==> config.mk <==
export PLATFORM = sky130hd
export DESIGN_NAME = tma_front
export DESIGN_NICKNAME = d
export VERILOG_FILES = /design/src/hw/rtl/tma_pkg.sv /design/src/hw/rtl/tma_front.sv
export SDC_FILE = /design/constraint.sdc
export NUM_CORES = 1
export LEC_CHECK = 0
export BUFFER_PORTS_ARGS = -buffer_cell sky130_fd_sc_hd__buf_2
export CORE_MARGIN = 2
export CORE_UTILIZATION = 52
export DETAILED_ROUTE_END_ITERATION = 8
export PLACE_DENSITY = 0.83
export SYNTH_ARGS = -nofsm -noshare
export SYNTH_HDL_FRONTEND = slang
export SYNTH_SLANG_ARGS = --single-unit
==> constraint.sdc <==
create_clock -name aclk -period 9.4 [get_ports aclk]
set_clock_uncertainty 0.15 [all_clocks]
set_input_delay 1.41 -clock aclk [delete_from_list [all_inputs] [get_ports aclk]]
set_output_delay 1.41 -clock aclk [all_outputs]
set_load 0.1 [all_outputs]
==> src/hw/rtl/tma_pkg.sv <==
package tma_pkg;

    localparam int ElementWidthDefault = 32;
    localparam int SatWidthMax = 32;

    localparam logic [2:0] CMD_IDENTITY = 3'd0;
    localparam logic [2:0] CMD_ZERO     = 3'd1;
    localparam logic [2:0] CMD_TRANS    = 3'd2;
    localparam logic [2:0] CMD_ROT_X    = 3'd3;
    localparam logic [2:0] CMD_ROT_Y    = 3'd4;
    localparam logic [2:0] CMD_ROT_Z    = 3'd5;
    localparam logic [2:0] CMD_READ     = 3'd6;
    localparam logic [2:0] CMD_UNUSED   = 3'd7;

    localparam logic [30:0] HALF_PI_Q30 = 31'd1686629713;
    localparam logic [30:0] ONE_Q30     = 31'd1073741824;

    localparam int InDataWidth = 120;

    typedef struct packed {
        logic [2:0]  command;
        logic [31:0] shift_x;
        logic [31:0] shift_y;
        logic [31:0] shift_z;
        logic [15:0] angle;
    } cmd_t;

endpackage

==> src/hw/rtl/tma_front.sv <==
module tma_front (
    input  logic                  aclk,
    input  logic                  aresetn,
    input  logic                  s_tvalid,
    output logic                  s_tready,
    input  logic [119:0]          s_tdata,
    output logic                  q_valid,
    input  logic                  q_ready,
    output tma_pkg::cmd_t         q_cmd
);
    import tma_pkg::*;

    localparam int Depth = 2;

    cmd_t       fifo_reg [Depth];
    logic [0:0] wr_ptr_reg, wr_ptr_next, rd_ptr_reg, rd_ptr_next;
    logic [1:0] count_reg, count_next;
    logic       push, pop;
    cmd_t       in_cmd;

    assign in_cmd.command = s_tdata[2:0];
    assign in_cmd.shift_x = s_tdata[34:3];
    assign in_cmd.shift_y = s_tdata[66:35];
    assign in_cmd.shift_z = s_tdata[98:67];
    assign in_cmd.angle   = s_tdata[114:99];

    assign s_tready = (count_reg != 2'(Depth));
    assign q_valid  = (count_reg != 2'd0);
    assign q_cmd    = fifo_reg[rd_ptr_reg];
    // unused command codes are dropped here
    assign push = s_tvalid && s_tready && (in_cmd.command != CMD_UNUSED);
    assign pop  = q_valid && q_ready;

    always_comb begin
        wr_ptr_next = wr_ptr_reg + 1'b1;
        rd_ptr_next = rd_ptr_reg + 1'b1;
        count_next  = count_reg + 2'(push) - 2'(pop);
    end

    always_ff @(posedge aclk) begin
        if (!aresetn) begin
            wr_ptr_reg <= '0;
            rd_ptr_reg <= '0;
            count_reg  <= '0;
        end else begin
            if (push) wr_ptr_reg <= wr_ptr_next;
            if (pop) rd_ptr_reg <= rd_ptr_next;
            count_reg <= count_next;
        end
        if (push) fifo_reg[wr_ptr_reg] <= in_cmd;
    end

endmodule

* Word-level counts from Yosys, hierarchy flattened
Memory sizes are Yosys's and may differ from the RTL's. A register that Yosys moved wholly into a read port is not among the register bits.
Index checks and enable logic that the tools add are counted.
** Cells by class
- Add/subtract/negate cells :: 4
- Reduce and logical (&&, ||, !) cells :: 4
- Equal/unequal tests :: 2
- Muxes and demuxes :: 4
** Operators by type and width (count)
- $mux W1 :: 4
- $logic_and A1 B1 Y1 :: 3
- $ne A3 B3 Y1 const B :: 1
- $add A1 B1 Y1 const B :: 2
- $add A2 B1 Y2 :: 1
- $ne A2 B2 Y1 const B :: 1
- $reduce_bool A2 Y1 :: 1
- $sub A2 B1 Y2 :: 1
** Storage, ports and cells
- Output and inout bits :: 117
- Memories :: 1
- Flip-flop bits (word level) :: 4
- RAM bits :: 230
- Word-level logic and storage cells :: 18
- Bits of input ports :: 124
** Memories
- fifo_reg :: depth 2, bits a word 115, read ports 1, clocked after memory_dff 1, write ports 1, line tma_front.sv:15 : cmd_t fifo_reg [Depth];

* Logic depth before layout (Yosys ltp)
Gate-level depths: netlist (run 1).
- Word-level depth :: 5
- Mapped depth :: 8
- Gate-level depth less buffers :: 8

* Worst setup path before layout (run 1)
OpenSTA, ideal clock, no wires.
- Path type :: input to register
- Start :: input port s_tdata[2]
- End :: memory fifo_reg[0][0] (netlist name) (enable)
- Slack :: 2.174 ns
- Path buffers :: 0
- Arrival :: 6.485 ns
- Data required time :: 8.659 ns
- Stages on the path :: 3
- Cells stage by stage :: nand3_1 nand3_1 nor2_1
** Between the ends
- Longest elaborated chain between the ends :: 4
** RTL lines
- from (decl) :: line tma_front.sv:6 : input logic [119:0] s_tdata,
- $ne A3 B3 Y1 :: line tma_front.sv:31 : assign push = s_tvalid && s_tready && (in_cmd.command != CMD_UNUSED);
- $logic_and A1 B1 Y1 :: line tma_front.sv:31
- $mux W1 :: line tma_front.sv:50 : if (push) fifo_reg[wr_ptr_reg] <= in_cmd;
- $mux W1 (implied by the code) :: line tma_front.sv:50
- to (decl) :: line tma_front.sv:15
No other way between the ends.

==> results of run 1 <==
-- cells in the mapped netlist, drive strengths merged --
cell type and number:
nand2b 1, edfxtp 230, nor2 2, xnor2 3
or2 1, nor2b 2, mux2i 1, mux2 115
dfxtp 5, buf 13, inv 2, o21a 1
and2 2, nand2 2, ha 2, nand3 2
-- final cells by class --
type                            instances  area (um^2)
Clock buffer                           31          648
Clock inverter                         12          115
Fill cell                            1099         5640
Inverter                                2         7.51
Multi-Input combinational cell        134         1630
Sequential cell                       235         7010
Tap cell                              220          275
Timing Repair Buffer                  238         1200
-- kinds of logic (layout without fill, tap and decap cells) --
kind of cell / after synthesis / in the layout / synth area share, %
xor gates and xnor gates: 3 / 3 / 0.301
adders and majority gates: 2 / 2 / 0.286
AOI/OAI and AO/OA: 1 / 1 / 0.0860
DFF: 235 / 235 / 80.2
buffers and inverters: 15 / 283 / 1.33
and+or+nand+nor: 12 / 12 / 0.716
muxes: 116 / 116 / 17.1
-- worst max path at each step --
stage	from	endpoint	slack [ps]	depth (start not counted)
2_1_floorplan	s_tdata[2]	fifo_reg[0][0]$_DFFE_PP_	2170	3
3_3_place_gp	s_tdata[2]	fifo_reg[0][83]$_DFFE_PP_	5070	5
3_5_place_dp	s_tdata[1]	fifo_reg[0][9]$_DFFE_PP_	4940	5
4_1_cts	flop	q_cmd[85]	4770	3
5_1_grt	flop	q_cmd[111]	4620	3
6_report	flop	q_cmd[85]	4810	3
-- metrics by stage --
| step | setup slack, ps | instance area, um^2 | util (%) | hold WS [ps] | std cells |
|---|---|---|---|---|---|
| 6_report | 4810 | 10900 | 65.9 | 369 | 872 |
| 5_1_grt | 4620 | 10900 | 65.9 | 403 | 872 |
| 4_1_cts | 4770 | 10900 | 65.9 | 366 | 872 |
| 3_5_place_dp | 4940 | 10100 | 61.2 | 359 | 829 |
| 3_3_place_gp | 5070 | 10100 | 61.2 | 341 | 829 |
| 2_1_floorplan | 2170 | 8740 | - | 301 | 384 |
-- per-layer routing --
layer | part of all wire, % | up-vias | track usage (%)
met5 | 0.085 | - | 0
met4 | 1.9 | 2 | 4.67
met3 | 8.4 | 27 | 4.68
met2 | 51 | 180 | 29.3
met1 | 39 | 2123 | 20.7
li1 | - | 2020 | -
-- worst min-delay path: cells and delay by family (launching register included) --
family,cells,cell delay (ps)
mux,1,60
simple gates,1,70
flops,1,340
==> metrics.txt, run 1 <==
IO Count=241; pins over their slew limit=0; area share of the largest cell type after synthesis=79.0%; GP Congestion=0.725; via count=4352; number of synthesized register bits=235; synthesized area=8740 um^2; Clock Tree Buf Depth=3; 1st-iter DRT viols=277; max_slew headroom=20.3%; R2R cell count=4; # setup viols final=0; Mapped Cells=384; cell family with most CP delay=buffers and inverters; CP max stage cell=buf_4; fin nets=761; Die Ht=134 um; status=finished, final reports clean; Critical Path AT=3030 ps; Pre-antenna DRT Iters=4; flop2flop setup slack=6080 ps; commonest cells after routing, fill and taps aside=buf_2 (235), edfxtp_1 (230), mux2_2 (65); Setup CP Type=flop to output port; reg-to-reg endpoint=fifo_reg[1][86]$_DFFE_PP_; post_cts resized=0; vias in the first global route=4617; GRT Util Overall=16.8%; share of cells above drive strength 1=60.0%; max reg flops=230; Rows=47; antenna violations before repair=1; Hold Crit Class=flop to flop; Syn Nets=510; first-pass GRT wire length=23600 um; RSZ-0062 raised after global routing=no; Detail Route Antenna Nets=0; # clock sinks=235; CTS tree=done; DP HPWL=10100 um; area delta synth->final=24.6%; H-tree levels=1; Clk Latency, worst-skew pair=500 ps; Die ar.=17900 um^2; worst-path maximum fanout=61; Final min period=4590 ps; wire per inst=17.6 um; Core Footprint=16500 um^2; setup tns final=0 ps; WP buf/inv=2; critical path endpoint category=output port; root buf cell=clkbuf_16; Tcrit/Tclk final=48.9%; Req. time, crit path=7840 ps; Worst-Margin Slew=1190 ps; reported max-cap violation count=0; crit-path max cell delay=880 ps; dominant cells by area after synthesis=edfxtp_1 (79%), mux2_4 (8.6%), mux2_2 (8.4%), dfxtp_1 (1.1%), buf_6 (0.90%); Vias per Instance=4.99; commonest non-fill, non-tap cell in the layout=buf_2; ANT cells=0; final wirelength=15300 um; Max Freq=218 MHz; # DRC=0; synth warn=0; global route overflow=0; CTS clk-pin slew, worst paths=60 ps; Initial Utilization=52.9%; CTS Buf Count=24; final hold vios=0; CP cell instances=buf_4 -> mux2_4 -> buf_2; Port-buffer cells=235; register area share after synthesis=80.2%; die width=134 um; Setup Fix Bufs, Post-CTS=0; largest net degree at the start of global routing=75; CTS hold repair buffers=0; Hold Path Depth=2; Worst Hold Endpoint=wr_ptr_reg$_SDFFE_PN0P_; syn_area_per_cell=22.8 um^2; r2r startpoint=count_reg[0]$_SDFF_PN0_; CP startpoint kind=flop; hold path start=wr_ptr_reg$_SDFFE_PN0P_; leading area contributor after synthesis=edfxtp_1; Distinct cells, synth=18
Power of run 1 is not shown: default switching activity piles up to over one toggle a cycle in this logic, so the estimate is an artifact.
==> run 2, diff against run 1 <==
- clock period: 9.4 -> 4.45 ns (I/O delays scaled with it)
==> run 2 against run 1 <==
Effect of this change:
- sequential cell count unchanged
- count of clock-buffer cells in the layout shrank 2
- via count increased by 1.2%
- register-to-register slack got worse by 4100 ps
- sequential share of layout area increased by 0.12 points
- first-iteration DRC count down 46%
- global-route usage increased by 0.43 points
- largest cell class unchanged
- worst hold slack got worse by 160 ps
- critical endpoint is now q_cmd[3]
- die area is the same
- utilization decreased by 0.12 points
- cell area down 0.18%
==> metrics.txt, run 2 (synthesis gave the netlist of run 1 again) <==
# clock sinks=235; Die Ht=134 um; RSZ-0062 raised after global routing=no; CTS Buf Count=23; Hold Path Depth=1; Port-buffer cells=235; final hold vios=0; GP Congestion=0.694; # DRC=0; CTS hold repair buffers=0; reg-to-reg endpoint=fifo_reg[0][39]$_DFFE_PP_; share of cells above drive strength 1=59.2%; CTS tree=done; root buf cell=clkbuf_16; Critical Path AT=2360 ps; die width=134 um; flop2flop setup slack=1940 ps; via count=4405; reported max-cap violation count=0; global route overflow=0; H-tree levels=1; # placed instances=832; CTS clk-pin slew, worst paths=60 ps; Worst-Margin Slew=957 ps; worst-path maximum fanout=42; IO Count=241; hold_ws=205 ps; 1st-iter DRT viols=150; Setup Fix Bufs, Post-CTS=0; final wirelength=15700 um; critical path endpoint category=output port; commonest cells after routing, fill and taps aside=buf_2 (235), edfxtp_1 (230), mux2_2 (65); Clk Latency, worst-skew pair=500 ps; GRT Util Overall=17.2%; commonest non-fill, non-tap cell in the layout=buf_2; largest net degree at the start of global routing=64; hold path start=s_tdata[31]; antenna violations before repair=2; pins over their slew limit=0; Tcrit/Tclk final=71.3%; Core Footprint=16500 um^2; R2R cell count=4; Vias per Instance=5.03; Initial Utilization=52.9%; Setup CP Type=flop to output port; crit-path max cell delay=720 ps; Clock Tree Buf Depth=3; Rows=47; Pre-antenna DRT Iters=6; r2r startpoint=count_reg[0]$_SDFF_PN0_; CP max stage cell=dfxtp_4; CP startpoint kind=flop; cell family with most CP delay=flip-flops; first-pass GRT wire length=24100 um; Finished Layout Cells=875; status=finished, final reports clean; Hold Crit Class=input port to flop; Layout Utilization=65.7%; wire per inst=17.9 um; DP HPWL=10600 um; area delta synth->final=24.3%; max_slew headroom=36.1%; Worst Hold Endpoint=fifo_reg[1][108]$_DFFE_PP_; Die ar.=17900 um^2; # setup viols final=0; fin nets=763; Detail Route Antenna Nets=0; max reg flops=230; post_cts resized=0; fillers=1133; Max Freq=315 MHz; CP cell instances=buf_4 -> mux2_2 -> buf_2; Final min period=3170 ps; WP buf/inv=2; Req. time, crit path=3630 ps; vias in the first global route=4771
-- run 2: layout make-up --
class / instances / area (um^2) / share of cell area (%)
antenna: 1 / 2.50 / 0.0230
timing repair buffer: 241 / 1260 / 11.6
inverter: 2 / 7.51 / 0.0691
tap: 220 / 275 / 2.53
multi-input combinational: 134 / 1630 / 15.0
clock inverter: 13 / 82.6 / 0.760
sequential: 235 / 7010 / 64.5
clock buffer: 29 / 598 / 5.50
-- run 2: through the flow --
stage	TNS [ps]	cell area [um^2]	worst slack (ps)
finish	0	10900	1280
global route	0	10900	1150
CTS	0	10900	1230
detailed placement	0	10200	1580
global placement	0	10200	1600
floorplan	-155170	8740	-675
-- run 2: routing by layer --
layer	global-route usage [%]	part of all wire, %
met5	0	0.070
met1	19.9	37
met3	5.14	7.6
met4	6.38	3.0
met2	30.5	52
-- run 2: worst reg2reg max path: stages, from the launching register on --
cell and delay [ps]:
dfxtp_1 370, nand2b_1 170, nand3_1 290, nor2_4 830, buf_12 360
-- run 2: worst max path at each step --
stage	startpoint	slack (ps)	depth (start not counted)	end
after detailed placement	s_tdata[2]	1580	5	fifo_reg[0][2]$_DFFE_PP_
after floorplan	count_reg[0]$_SDFF_PN0_	-670	3	fifo_reg[0][0]$_DFFE_PP_
after CTS	flop	1230	3	q_cmd[3]
after global routing	flop	1150	3	q_cmd[4]
after global placement	s_tdata[1]	1600	5	fifo_reg[0][58]$_DFFE_PP_
final	flop	1280	3	q_cmd[3]
Power of run 2 is left out for the same reason.
